## config.mk

```make
export PLATFORM = sky130hd
export DESIGN_NAME = rgb2ycc_queue
export DESIGN_NICKNAME = d
export VERILOG_FILES = /design/src/rgb2ycc_pkg.sv /design/src/rgb2ycc_queue.sv
export SDC_FILE = /design/constraint.sdc
export NUM_CORES = 1
export LEC_CHECK = 0
export ABC_CLOCK_PERIOD_IN_PS = 4000
export BUFFER_PORTS_ARGS = -buffer_cell sky130_fd_sc_hd__buf_2
export CELL_PAD_IN_SITES_DETAIL_PLACEMENT = 1
export CELL_PAD_IN_SITES_GLOBAL_PLACEMENT = 1
export CORE_MARGIN = 2
export CORE_UTILIZATION = 50
export CTS_CLUSTER_SIZE = 40
export DETAILED_ROUTE_END_ITERATION = 16
export PLACE_DENSITY = 0.89
export SYNTH_ARGS = -nofsm -noshare
export SYNTH_HDL_FRONTEND = slang
export SYNTH_SLANG_ARGS = --single-unit
```

## constraint.sdc

```tcl
create_clock -name clk -period 4 [get_ports clk]
set_clock_uncertainty 0.05 [all_clocks]
set_input_delay 0.8 -clock clk [delete_from_list [all_inputs] [get_ports clk]]
set_output_delay 0.8 -clock clk [all_outputs]
set_load 0.02 [all_outputs]
```

## src/rgb2ycc_pkg.sv

```systemverilog
// Shared types and constants of the RGB to YCbCr 4:2:0 encoder.
`default_nettype none

package rgb2ycc_pkg;

  // Configuration register indexes and port widths.
  localparam int CFG_INDEX_W = 2;
  localparam int CFG_DATA_W  = 12;
  localparam logic [CFG_INDEX_W-1:0] REG_FRAME_WIDTH  = 2'd0;
  localparam logic [CFG_INDEX_W-1:0] REG_FRAME_HEIGHT = 2'd1;

  // Coordinates inside the block are wide enough for the largest supported frame.
  localparam int COORD_W = 13;

  // Depth of the queue between the front and back parts.
  localparam int QUEUE_DEPTH = 4;

  // Video-range limits.
  localparam logic [8:0] LUMA_MIN   = 9'd16;
  localparam logic [8:0] LUMA_MAX   = 9'd235;
  localparam logic [8:0] CHROMA_MIN = 9'd16;
  localparam logic [8:0] CHROMA_MAX = 9'd240;

  typedef struct packed {
    logic [7:0] red;
    logic [7:0] green;
    logic [7:0] blue;
  } pixel_in_t;

  typedef struct packed {
    logic [7:0]  luma;
    logic [10:0] pixel_x;
    logic [10:0] pixel_y;
    logic        chroma_valid;
    logic [7:0]  chroma_blue;
    logic [7:0]  chroma_red;
    logic        frame_end;
  } pixel_out_t;

  // Component sums of one horizontal pixel pair.
  typedef struct packed {
    logic [8:0] sum_b;
    logic [8:0] sum_g;
    logic [8:0] sum_r;
  } pair_sum_t;

  // One classified pixel, passed from the front part to the back part.
  typedef struct packed {
    logic [7:0]         red;
    logic [7:0]         green;
    logic [7:0]         blue;
    logic [COORD_W-1:0] x;
    logic [COORD_W-1:0] y;
    logic               pair;       // odd column: a horizontal pair is complete
    logic               odd_row;
    pair_sum_t          sums;
    logic               frame_end;
  } cmd_t;

  // Position and flags that ride along the back pipeline.
  typedef struct packed {
    logic [COORD_W-1:0] x;
    logic [COORD_W-1:0] y;
    logic               chroma;
    logic               frame_end;
  } tag_t;

endpackage

`default_nettype wire

```

## src/rgb2ycc_queue.sv

```systemverilog
// Short queue of classified pixels between the front and back parts.
`default_nettype none

module rgb2ycc_queue (
  input  wire                clk,
  input  wire                rst,
  input  wire                push,
  input  rgb2ycc_pkg::cmd_t  push_cmd,
  output logic               full,
  input  wire                pop,
  output logic               head_valid,
  output rgb2ycc_pkg::cmd_t  head
);

  localparam int DEPTH = rgb2ycc_pkg::QUEUE_DEPTH;
  localparam int PW    = (DEPTH > 1) ? $clog2(DEPTH) : 1;
  localparam int NW    = $clog2(DEPTH + 1);

  rgb2ycc_pkg::cmd_t entries [DEPTH];
  logic [PW-1:0] wr_ptr;
  logic [PW-1:0] rd_ptr;
  logic [NW-1:0] count;

  assign full       = count == NW'(DEPTH);
  assign head_valid = count != '0;
  assign head       = entries[rd_ptr];

  always_ff @(posedge clk) begin
    if (push) begin
      entries[wr_ptr] <= push_cmd;
    end
  end

  always_ff @(posedge clk) begin
    if (rst) begin
      wr_ptr <= '0;
      rd_ptr <= '0;
      count  <= '0;
    end else begin
      if (push) begin
        wr_ptr <= (wr_ptr == PW'(DEPTH - 1)) ? '0 : wr_ptr + PW'(1);
      end
      if (pop) begin
        rd_ptr <= (rd_ptr == PW'(DEPTH - 1)) ? '0 : rd_ptr + PW'(1);
      end
      if (push && !pop) begin
        count <= count + NW'(1);
      end else if (pop && !push) begin
        count <= count - NW'(1);
      end
    end
  end

  a_no_overflow: assert property (@(posedge clk) disable iff (rst)
    push |-> !full)
    else $error("word pushed into a full queue");

  a_fill_up: assert property (@(posedge clk) disable iff (rst)
    push && !pop |=> count == $past(count) + NW'(1))
    else $error("queue fill level did not grow on a push");

  a_drain: assert property (@(posedge clk) disable iff (rst)
    pop && !push |=> count == $past(count) - NW'(1))
    else $error("queue fill level did not shrink on a pop");

endmodule

`default_nettype wire

```

==> flow_summary_export.csv <==
group,metric,value,unit
placement,numPortBuffers,165,
global_route,track_usage,19.13,%
finish,final_layout_size_suffix_gt1_share,44.61,%
hold_path,min_path_type,"in2reg",
sta,setup_viol,0,
logic_synthesis,synth_fa_ha_area_share,0.7880,%
logic_synthesis,synth_simple_gate_area_share,0.6532,%
critical_path,critical_path_class,"reg2out",
clocking,numCtsBuffers,34,
clocking,cts_hold_buf,0,
global_route,grt_max_degree,81,
clocking,cts.repair.resized,0,
routing,drtPass1Iterations,4,
critical_path,crit_arrival,2.37,ns
sta,worst_slack,0.7760,ns
critical_path,endpoint_kind,"output port",
sta,drv_slew,0,
clocking,root_buffer,"clkbuf_16",
logic_synthesis,yosysMostFrequentCell,"edfxtp_1",
logic_synthesis,synth-edff-count,320,
sta,post-route-period-util,80.60,%
critical_path,path_max_fanout,80,
global_route,antenna_found_initial,3,
placement,post-place-ws,1.323,ns
global_route,grt_pass1_wl,36560,microns
outcome,outcome,"finished, final reports clean",
logic_synthesis,synth_cell_types,18,
routing,drc,0,
logic_synthesis,async_reset_ff_share,0,%
logic_synthesis,synth_nets,553,
sta,setup_tns,0,ns
sta,min_period,3.224,ns
sta,hold_violations,0,
logic_synthesis,synth_area_leaders,"edfxtp_1 80%, mux4_2 15%, dfxtp_1 1.5%",
clocking,cts_max_path_buffers,3,
floorplanning,rows,56,
sta,worstMarginPinSlew,1.220,ns
logic_synthesis,synth_top_area_cell,"edfxtp_1",
logic_synthesis,synth_cells,462,
clocking,cts_htree_levels,2,
routing,vias,5534,
floorplanning,dieArea,0.02539,sq mm
floorplanning,core_area,0.02361,sq mm
clocking,clkTransAtPathRegs,0.06,ns
logic_synthesis,muxShareOfSynthArea,15.26,%
power,max-vdd-ir-drop,0.0003502,V
routing,avgViaCountPerCell,5.551,
clocking,clk_latency,0.49,ns
logic_synthesis,syn_area,0.01207,sq mm
clocking,post_cts_buffers,0,
floorplanning,start_util,51.11,%
logic_synthesis,netlist_top_cells_count,"320 x edfxtp_1, 80 x mux4_2, 9 x dfxtp_1",
sta,rsz0062_at_grt,"false",
routing,drtIter0Drc,374,
routing,ant_nets,0,
global_route,grt_pass1_vias,6160,
power,power_per_cell_area,537.7,mW/mm^2
floorplanning,die_h,159.4,microns
logic_synthesis,synth_compound_area_share,0.1244,%
power,p_leak,4.812,nW
logic_synthesis,synth-xor-area-share,0.1452,%
placement,dpl.hpwl,14660,microns
finish,syn_to_final_growth,18.07,%
logic_synthesis,synth_ff_type,"edfxtp_1",
critical_path,cp.required,3.15,ns
sta,clock.fmax,310.2,MHz
critical_path,critPathLaunchType,"flip-flop",
routing,wl,23910,microns
finish,nets,742,
logic_synthesis,synth.avg_cell_area,26.12,sq um
logic_synthesis,yosysTopAreaCellShare,79.63,%
routing,avgRoutedWirePerCell,23.98,microns
floorplanning,die_w,159.4,microns
logic_synthesis,synth_top_family_by_area,"multiplexers",
logic_synthesis,synth-warning-count,0,
floorplanning,num_io_pins,166,
sta,maxSlewHeadroom,18.69,%
clocking,cts_sinks,329,
clocking,tritoncts,"built",
logic_synthesis,yosysSeqAreaShare,81.12,%
logic_synthesis,ys_seq_elements,329,
global_route,overflow,0,
placement,place.gp.congestion,0.6726,
job,maxCapViolations,0,
-- cell families after synthesis --
group,Yosys count
AND/OR/NAND/NOR,15
multiplexers,84
AO/OA/AOI/OAI,3
adder cells (fa/ha/maj),7
XOR/XNOR,2
flip-flops,329
buffers and inverters,22
-- state kept, by name (all words and copies together) (netlist names), named ones only --
register and flops:
wr_ptr 2, count 3, rd_ptr 2, entries 320
-- final timing paths --
kind	startpoint	to	slack, ns	cells after the start
hold / removal	push_cmd[21]	entries[0][21]	0.47	1
hold reg to reg	rd_ptr[1]	flip-flop	0.52	2
setup reg to reg	wr_ptr[0]	entries[3][48]	1.90	3
setup / recovery	flip-flop	head[0]	0.78	2
-- cell type report --
| class | count | area (sq um) |
|---|---|---|
| inverters | 4 | 15.01 |
| diodes | 1 | 2.502 |
| clock inverters | 15 | 62.56 |
| repair buffers | 171 | 920.9 |
| multi-input cells | 111 | 2058 |
| fillers | 2009 | 9364 |
| well taps | 319 | 399.1 |
| flip-flops and latches | 329 | 9797 |
| clock buffers | 47 | 993.5 |
-- placed cells by master (no fill, tap or decap) --
cell | netlist | layout
o21ai_0 | 1 | 1
mux4_2 | 80 | 80
xor2_1 | 2 | 2
and2_4 | 0 | 4
dfxtp_1 | 9 | 7
nor2_1 | 7 | 7
inv_1 | 4 | 4
dfxtp_4 | 0 | 2
fa_1 | 1 | 1
clkinv_2 | 0 | 5
clkinv_1 | 0 | 10
or3_1 | 2 | 2
clkbuf_1 | 0 | 7
diode_2 | 0 | 1
buf_2 | 8 | 165
clkbuf_16 | 0 | 37
a21oi_1 | 2 | 2
ha_1 | 6 | 6
edfxtp_1 | 320 | 320
buf_12 | 8 | 4
buf_4 | 0 | 2
clkbuf_8 | 0 | 3
mux2i_1 | 4 | 4
nor3b_1 | 2 | 2
-- worst max-delay path, stage by stage, from the launching register on --
cell and delay, ns:
dfxtp_4 1.08, mux4_2 0.47, buf_2 0.18
-- metrics by stage --
step | hold WS, ns | total power, W | cells | utilization (%) | cell area [sq um]
CTS | 0.4447 | 0.007740 | 996 | 60.33 | 14250
global placement | 0.4231 | 0.004760 | 934 | 55.86 | 13190
finish | 0.4666 | 0.007661 | 997 | 60.34 | 14250
global route | 0.4538 | 0.007901 | 997 | 60.34 | 14250
floorplan | 0.4053 | 0.004540 | 462 | - | 12070
detailed placement | 0.5177 | 0.004813 | 934 | 55.86 | 13190
-- per-layer routing --
layer  part of all wire [%]  GRT usage, %
met1                     39         23.96
met2                     53         33.70
met3                    5.6         4.220
met4                    2.1         5.785
met5                   0.11             0
-- power by group --
part / total (W) / internal, W / switching [W] / leakage, nW
clock: 0.00294 / 0.00173 / 0.00120 / 0.521
sequential: 0.00402 / 0.00395 / 0.0000696 / 3.01
combinational: 0.000707 / 0.000289 / 0.000417 / 1.28
total: 0.00766 / 0.00597 / 0.00169 / 4.81
No activity file was read; power rests on OpenSTA's default activity.
