==> config.mk <==
export PLATFORM = sky130hd
export DESIGN_NAME = rgb2ycc_front
export DESIGN_NICKNAME = d
export VERILOG_FILES = /design/src/rgb2ycc_pkg.sv /design/src/rgb2ycc_front.sv
export SDC_FILE = /design/constraint.sdc
export NUM_CORES = 1
export LEC_CHECK = 0
export ABC_AREA = 0
export BUFFER_PORTS_ARGS = -buffer_cell sky130_fd_sc_hd__buf_2
export CORE_ASPECT_RATIO = 0.9
export CORE_UTILIZATION = 30
export DETAILED_ROUTE_END_ITERATION = 10
export PLACE_DENSITY = 0.56
export SKIP_LAST_GASP = 1
export SYNTH_ARGS = -nofsm -noshare
export SYNTH_HDL_FRONTEND = slang
export SYNTH_SLANG_ARGS = --single-unit
==> constraint.sdc <==
create_clock -name clk -period 4.63 [get_ports clk]
set_input_delay 0 -clock clk [delete_from_list [all_inputs] [get_ports clk]]
set_output_delay 0 -clock clk [all_outputs]
set_load 0.01 [all_outputs]
==> src/rgb2ycc_pkg.sv <==
// Shared types and constants of the RGB to YCbCr 4:2:0 encoder.
`default_nettype none

package rgb2ycc_pkg;

  // Configuration register indexes and port widths.
  localparam int CFG_INDEX_W = 2;
  localparam int CFG_DATA_W  = 12;
  localparam logic [CFG_INDEX_W-1:0] REG_FRAME_WIDTH  = 2'd0;
  localparam logic [CFG_INDEX_W-1:0] REG_FRAME_HEIGHT = 2'd1;

  // Coordinates inside the block are wide enough for the largest supported frame.
  localparam int COORD_W = 13;

  // Depth of the queue between the front and back parts.
  localparam int QUEUE_DEPTH = 4;

  // Video-range limits.
  localparam logic [8:0] LUMA_MIN   = 9'd16;
  localparam logic [8:0] LUMA_MAX   = 9'd235;
  localparam logic [8:0] CHROMA_MIN = 9'd16;
  localparam logic [8:0] CHROMA_MAX = 9'd240;

  typedef struct packed {
    logic [7:0] red;
    logic [7:0] green;
    logic [7:0] blue;
  } pixel_in_t;

  typedef struct packed {
    logic [7:0]  luma;
    logic [10:0] pixel_x;
    logic [10:0] pixel_y;
    logic        chroma_valid;
    logic [7:0]  chroma_blue;
    logic [7:0]  chroma_red;
    logic        frame_end;
  } pixel_out_t;

  // Component sums of one horizontal pixel pair.
  typedef struct packed {
    logic [8:0] sum_b;
    logic [8:0] sum_g;
    logic [8:0] sum_r;
  } pair_sum_t;

  // One classified pixel, passed from the front part to the back part.
  typedef struct packed {
    logic [7:0]         red;
    logic [7:0]         green;
    logic [7:0]         blue;
    logic [COORD_W-1:0] x;
    logic [COORD_W-1:0] y;
    logic               pair;       // odd column: a horizontal pair is complete
    logic               odd_row;
    pair_sum_t          sums;
    logic               frame_end;
  } cmd_t;

  // Position and flags that ride along the back pipeline.
  typedef struct packed {
    logic [COORD_W-1:0] x;
    logic [COORD_W-1:0] y;
    logic               chroma;
    logic               frame_end;
  } tag_t;

endpackage

`default_nettype wire

==> src/rgb2ycc_front.sv <==
// Front part: frame configuration, raster counters, left pixel and pair sums.
`default_nettype none

module rgb2ycc_front #(
  parameter int MAX_WIDTH  = 2048,
  parameter int MAX_HEIGHT = 2048
) (
  input  wire                                 clk,
  input  wire                                 rst,
  input  wire                                 cfg_write,
  input  wire [rgb2ycc_pkg::CFG_INDEX_W-1:0]  cfg_index,
  input  wire [rgb2ycc_pkg::CFG_DATA_W-1:0]   cfg_data,
  input  wire                                 accept,
  input  rgb2ycc_pkg::pixel_in_t              pixel,
  output rgb2ycc_pkg::cmd_t                   cmd
);

  localparam int CW = $clog2(MAX_WIDTH);
  localparam int RW = $clog2(MAX_HEIGHT);
  localparam int SW = (CW + 1 > rgb2ycc_pkg::CFG_DATA_W) ? CW + 1 : rgb2ycc_pkg::CFG_DATA_W;
  localparam int HW = (RW + 1 > rgb2ycc_pkg::CFG_DATA_W) ? RW + 1 : rgb2ycc_pkg::CFG_DATA_W;
  localparam int W_RESET = (2048 > MAX_WIDTH) ? MAX_WIDTH : 2048;
  localparam int H_RESET = (2048 > MAX_HEIGHT) ? MAX_HEIGHT : 2048;

  logic [SW-1:0] width_eff;
  logic [HW-1:0] height_eff;
  logic [CW-1:0] x;
  logic [RW-1:0] y;
  rgb2ycc_pkg::pixel_in_t left;
  logic row_end;
  logic last_row;

  // Sizes are stored already clamped to 1..MAX.
  always_ff @(posedge clk) begin
    if (rst) begin
      width_eff  <= SW'(W_RESET);
      height_eff <= HW'(H_RESET);
    end else if (cfg_write) begin
      if (cfg_index == rgb2ycc_pkg::REG_FRAME_WIDTH) begin
        if (cfg_data == '0) begin
          width_eff <= SW'(1);
        end else if (SW'(cfg_data) > SW'(MAX_WIDTH)) begin
          width_eff <= SW'(MAX_WIDTH);
        end else begin
          width_eff <= SW'(cfg_data);
        end
      end else if (cfg_index == rgb2ycc_pkg::REG_FRAME_HEIGHT) begin
        if (cfg_data == '0) begin
          height_eff <= HW'(1);
        end else if (HW'(cfg_data) > HW'(MAX_HEIGHT)) begin
          height_eff <= HW'(MAX_HEIGHT);
        end else begin
          height_eff <= HW'(cfg_data);
        end
      end
    end
  end

  assign row_end  = (SW'(x) + SW'(1)) >= width_eff;
  assign last_row = (HW'(y) + HW'(1)) >= height_eff;

  always_ff @(posedge clk) begin
    if (rst) begin
      x    <= '0;
      y    <= '0;
      left <= '0;
    end else if (accept) begin
      if (!x[0]) begin
        left <= pixel;
      end
      if (row_end) begin
        x <= '0;
        if (last_row) begin
          y <= '0;
        end else begin
          y <= y + RW'(1);
        end
      end else begin
        x <= x + CW'(1);
      end
    end
  end

  always_comb begin
    cmd.red        = pixel.red;
    cmd.green      = pixel.green;
    cmd.blue       = pixel.blue;
    cmd.x          = rgb2ycc_pkg::COORD_W'(x);
    cmd.y          = rgb2ycc_pkg::COORD_W'(y);
    cmd.pair       = x[0];
    cmd.odd_row    = y[0];
    cmd.sums.sum_r = 9'(left.red) + 9'(pixel.red);
    cmd.sums.sum_g = 9'(left.green) + 9'(pixel.green);
    cmd.sums.sum_b = 9'(left.blue) + 9'(pixel.blue);
    cmd.frame_end  = row_end && last_row;
  end

  a_frame_wrap: assert property (@(posedge clk) disable iff (rst)
    accept && cmd.frame_end |=> x == '0 && y == '0)
    else $error("counters did not return to the origin after the last pixel");

  a_left_capture: assert property (@(posedge clk) disable iff (rst)
    accept && !x[0] |=> left == $past(pixel))
    else $error("left pixel not captured at an even column");

endmodule

`default_nettype wire

==> results by group <==
Timing
  • Worst-Margin Slew: 1.11 ns
  • Max Freq: 276 MHz
  • Final Max Slew Viols: 0
  • Setup TNS: 0 ns
  • # setup viols final: 0
  • Max_slew headroom: 0.256
  • Final Hold Viols: 0
  • RSZ-0062 raised after global routing: false
  • Period utilization: 0.782
  • Tmin final: 3.62 ns
  • Clk_skew: 0.00493 ns

Setup path
  • WP data arrival: 3.62 ns
  • Cells along the critical path: ha_1, nand3_1, nor2_1, nand4_1, xnor2_1, ha_1, nand4_2, nor3_1, or4_1, nor2_4, nor2_1, buf_2
  • Delay-heaviest family, CP: simple AND/OR/NAND/NOR gates
  • Critical path launch point: x[0]$_SDFFE_PP0P_
  • Origin of the critical flop-to-flop path: y[0]$_SDFFE_PP0P_
  • Crit path buf inv count: 1
  • Largest stage delay on the critical path: 0.65 ns
  • Required @ worst endpoint: 4.63 ns
  • Setup crit end kind: primary output
  • Slowest-stage cell, CP: or4_1
  • Startpoint types: flop
  • WS Path Type: reg2out
  • Crit-path max FO: 13

CTS
  • Clk_lat worst skew: 0.33 ns
  • Max H-tree Level: 3
  • CTS tree: built
  • Cts bufs inserted: 9
  • Clock slew at reported path FFs: 0.06 ns
  • Root Buffer: clkbuf_16
  • Max Buffers Root-to-Sink: 2
  • Sink Count: 70

GRT
  • Vias in the first global route: 3779
  • Largest net degree at the start of global routing: 48
  • Grt ovf: 0
  • First-pass GRT wire length: 18.4 mm
  • Initial antenna violation count: 0
  • All-Layer GR Usage: 0.144

Synthesis
  • Area contributors post-synth: dfxtp_1 30%, ha_1 13%, nand2_1 8.9%
  • Synth top area share: 0.299
  • Count leader, synth: nand2_1
  • Netlist cell types: 53
  • Post-synth top cells: 111 x nand2_1, 70 x dfxtp_1, 67 x a21oi_1
  • Share of the yosys chip area belonging to registers: 0.299
  • Gate Count Post-Synth: 597
  • FFs w/ async S/R, synth: 0
  • Main synth FF type: dfxtp_1
  • Leading area contributor after synthesis: dfxtp_1
  • Post-synth EDFFs: 0
  • #FFs+latches synth: 70
  • Syn_area_per_cell: 7.84 µm²
  • Syn Std Cell Area: 4680 µm²
  • Synthesis Warnings: 0

Floorplanning
  • Die Wd: 134 µm
  • Die Y: 121 µm
  • Io pins: 122
  • Initial core utilization: 0.313
  • Site Rows: 42
  • DIE AREA: 16100 µm²
  • Placeable Area: 15000 µm²

Worst hold path
  • Worst Hold Class: in2reg
  • Hold path startpoint: cfg_data[2]

Route
  • Wire per inst: 12.5 µm
  • Via count: 4132
  • WL final: 11.3 mm
  • Starting DRT DRC Count: 108
  • Number of DRC violations after detailed routing: 0
  • Drt via density: 4.57
  • Iteration count of the initial detailed-routing pass: 4
  • Antenna Nets Post-Route: 0

Layout
  • Share of layout cells above drive strength 1: 0.207
  • Filler cell count in the final layout: 1537
  • Final net count: 797
  • Area Overhead vs Synth: 23.9%
  • Number of diodes: 0

Placement
  • Post-DP HPWL: 8.29 mm
  • PortBufs: 117
  • Placer's final routability congestion estimate: 0.801

Status
  • Status: complete, no violations

Power
  • Pwr Total: 1.71 mW
  • Maximum vdd drop: 0.170 mV
  • Leakage: 2.64 nW
  • Power Density: 296 nW/µm²

Job
  • MaxCap Viol Count: 0
[flip-flops by register name, summed over array words and instances (netlist names)]
| name | cells |
|---|---|
| y | 11 |
| left | 24 |
| height_eff | 12 |
| width_eff | 12 |
| x | 11 |
[placed cells by master (no fill, tap or decap), types with 6 or more instances in the layout]
cell | netlist | layout
a21o_1 | 6 | 6
a21oi_1 | 67 | 67
a22o_1 | 9 | 9
and3_1 | 10 | 10
buf_2 | 3 | 117
clkbuf_16 | 0 | 9
dfxtp_1 | 70 | 70
dlygate4sd3_1 | 0 | 24
ha_1 | 50 | 50
inv_1 | 42 | 42
nand2_1 | 111 | 111
nand3_1 | 17 | 17
nor2_1 | 27 | 26
nor2b_1 | 17 | 17
nor3_1 | 8 | 8
o21ai_0 | 17 | 17
o22ai_1 | 6 | 6
xnor2_1 | 28 | 28
xor2_1 | 8 | 8
[stage by stage]
stage	utilization	instance area (µm²)	hold WS [ns]	setup WS, ns	cells
6_report	0.387	5800	0.0633	1.01	905
2_1_floorplan	-	4690	0.0918	1.47	600
5_1_grt	0.387	5800	0.0710	0.723	905
4_1_cts	0.387	5800	0.0482	0.980	905
3_3_place_gp	0.349	5220	0.218	1.16	865
3_5_place_dp	0.349	5220	0.220	1.09	865
[area by class of cell]
type	count	area, µm²	area share
Clock inverter	5	81.3	0.0140
Multi-Input combinational cell	436	2820	0.486
Timing Repair Buffer	143	841	0.145
Inverter	42	158	0.0272
Sequential cell	70	1400	0.242
Clock buffer	11	253	0.0436
Tap cell	198	248	0.0427
[final timing paths]
path              cells past startpoint                         to  slack [ns]
setup / recovery                     12                     cmd[0]        1.01
hold / removal                        4  width_eff[2]$_SDFFE_PP0P_        0.06
setup reg to reg                     13          y[0]$_SDFFE_PP0P_        1.01
hold reg to reg                       2  width_eff[1]$_SDFFE_PP0P_        0.45
[cells by family (layout without fill, tap and decap cells)]
logic type                 after synthesis  count (layout)  synth area share
AOI/OAI and AO/OA                      125             125             0.163
adders and majority gates               53              53             0.146
xor gates and xnor gates                36              36            0.0674
other                                    1               4          0.000801
muxes                                    1               1           0.00321
DFF                                     70              70             0.299
and+or+nand+nor                        217             217             0.218
buffers and inverters                   94             201             0.102
[metal layers]
layer  global-route usage  vias up  share of wire
met5                    0        -              0
met4               0.0511        0          0.018
met3               0.0340       16          0.047
met2                0.230       98           0.44
met1                0.188     1811           0.49
li1                     -     2207              -
[timing repair]
item	4_1_cts	5_1_grt
resized for setup	0	0
buffers inserted	0	0
hold buffers	24	0
hold endpoints to repair	24	0
[where the power goes]
part | leakage (nW) | internal (mW) | switching, mW
registers | 0.569 | 0.622 | 0.0121
clock network | 0.162 | 0.501 | 0.263
logic | 1.91 | 0.139 | 0.177
[worst register-to-register path, stage by stage (launching register included)]
cell	delay [ns]
dfxtp_1	0.45
ha_1	0.28
and3_1	0.23
nand3_1	0.15
inv_1	0.11
and3_1	0.18
xor2_1	0.25
ha_1	0.31
a211oi_1	0.29
and2_1	0.17
o311ai_0	0.16
o31a_2	0.41
nor3_4	0.35
mux2_4	0.23
No activity file was read; power rests on OpenSTA's default activity.
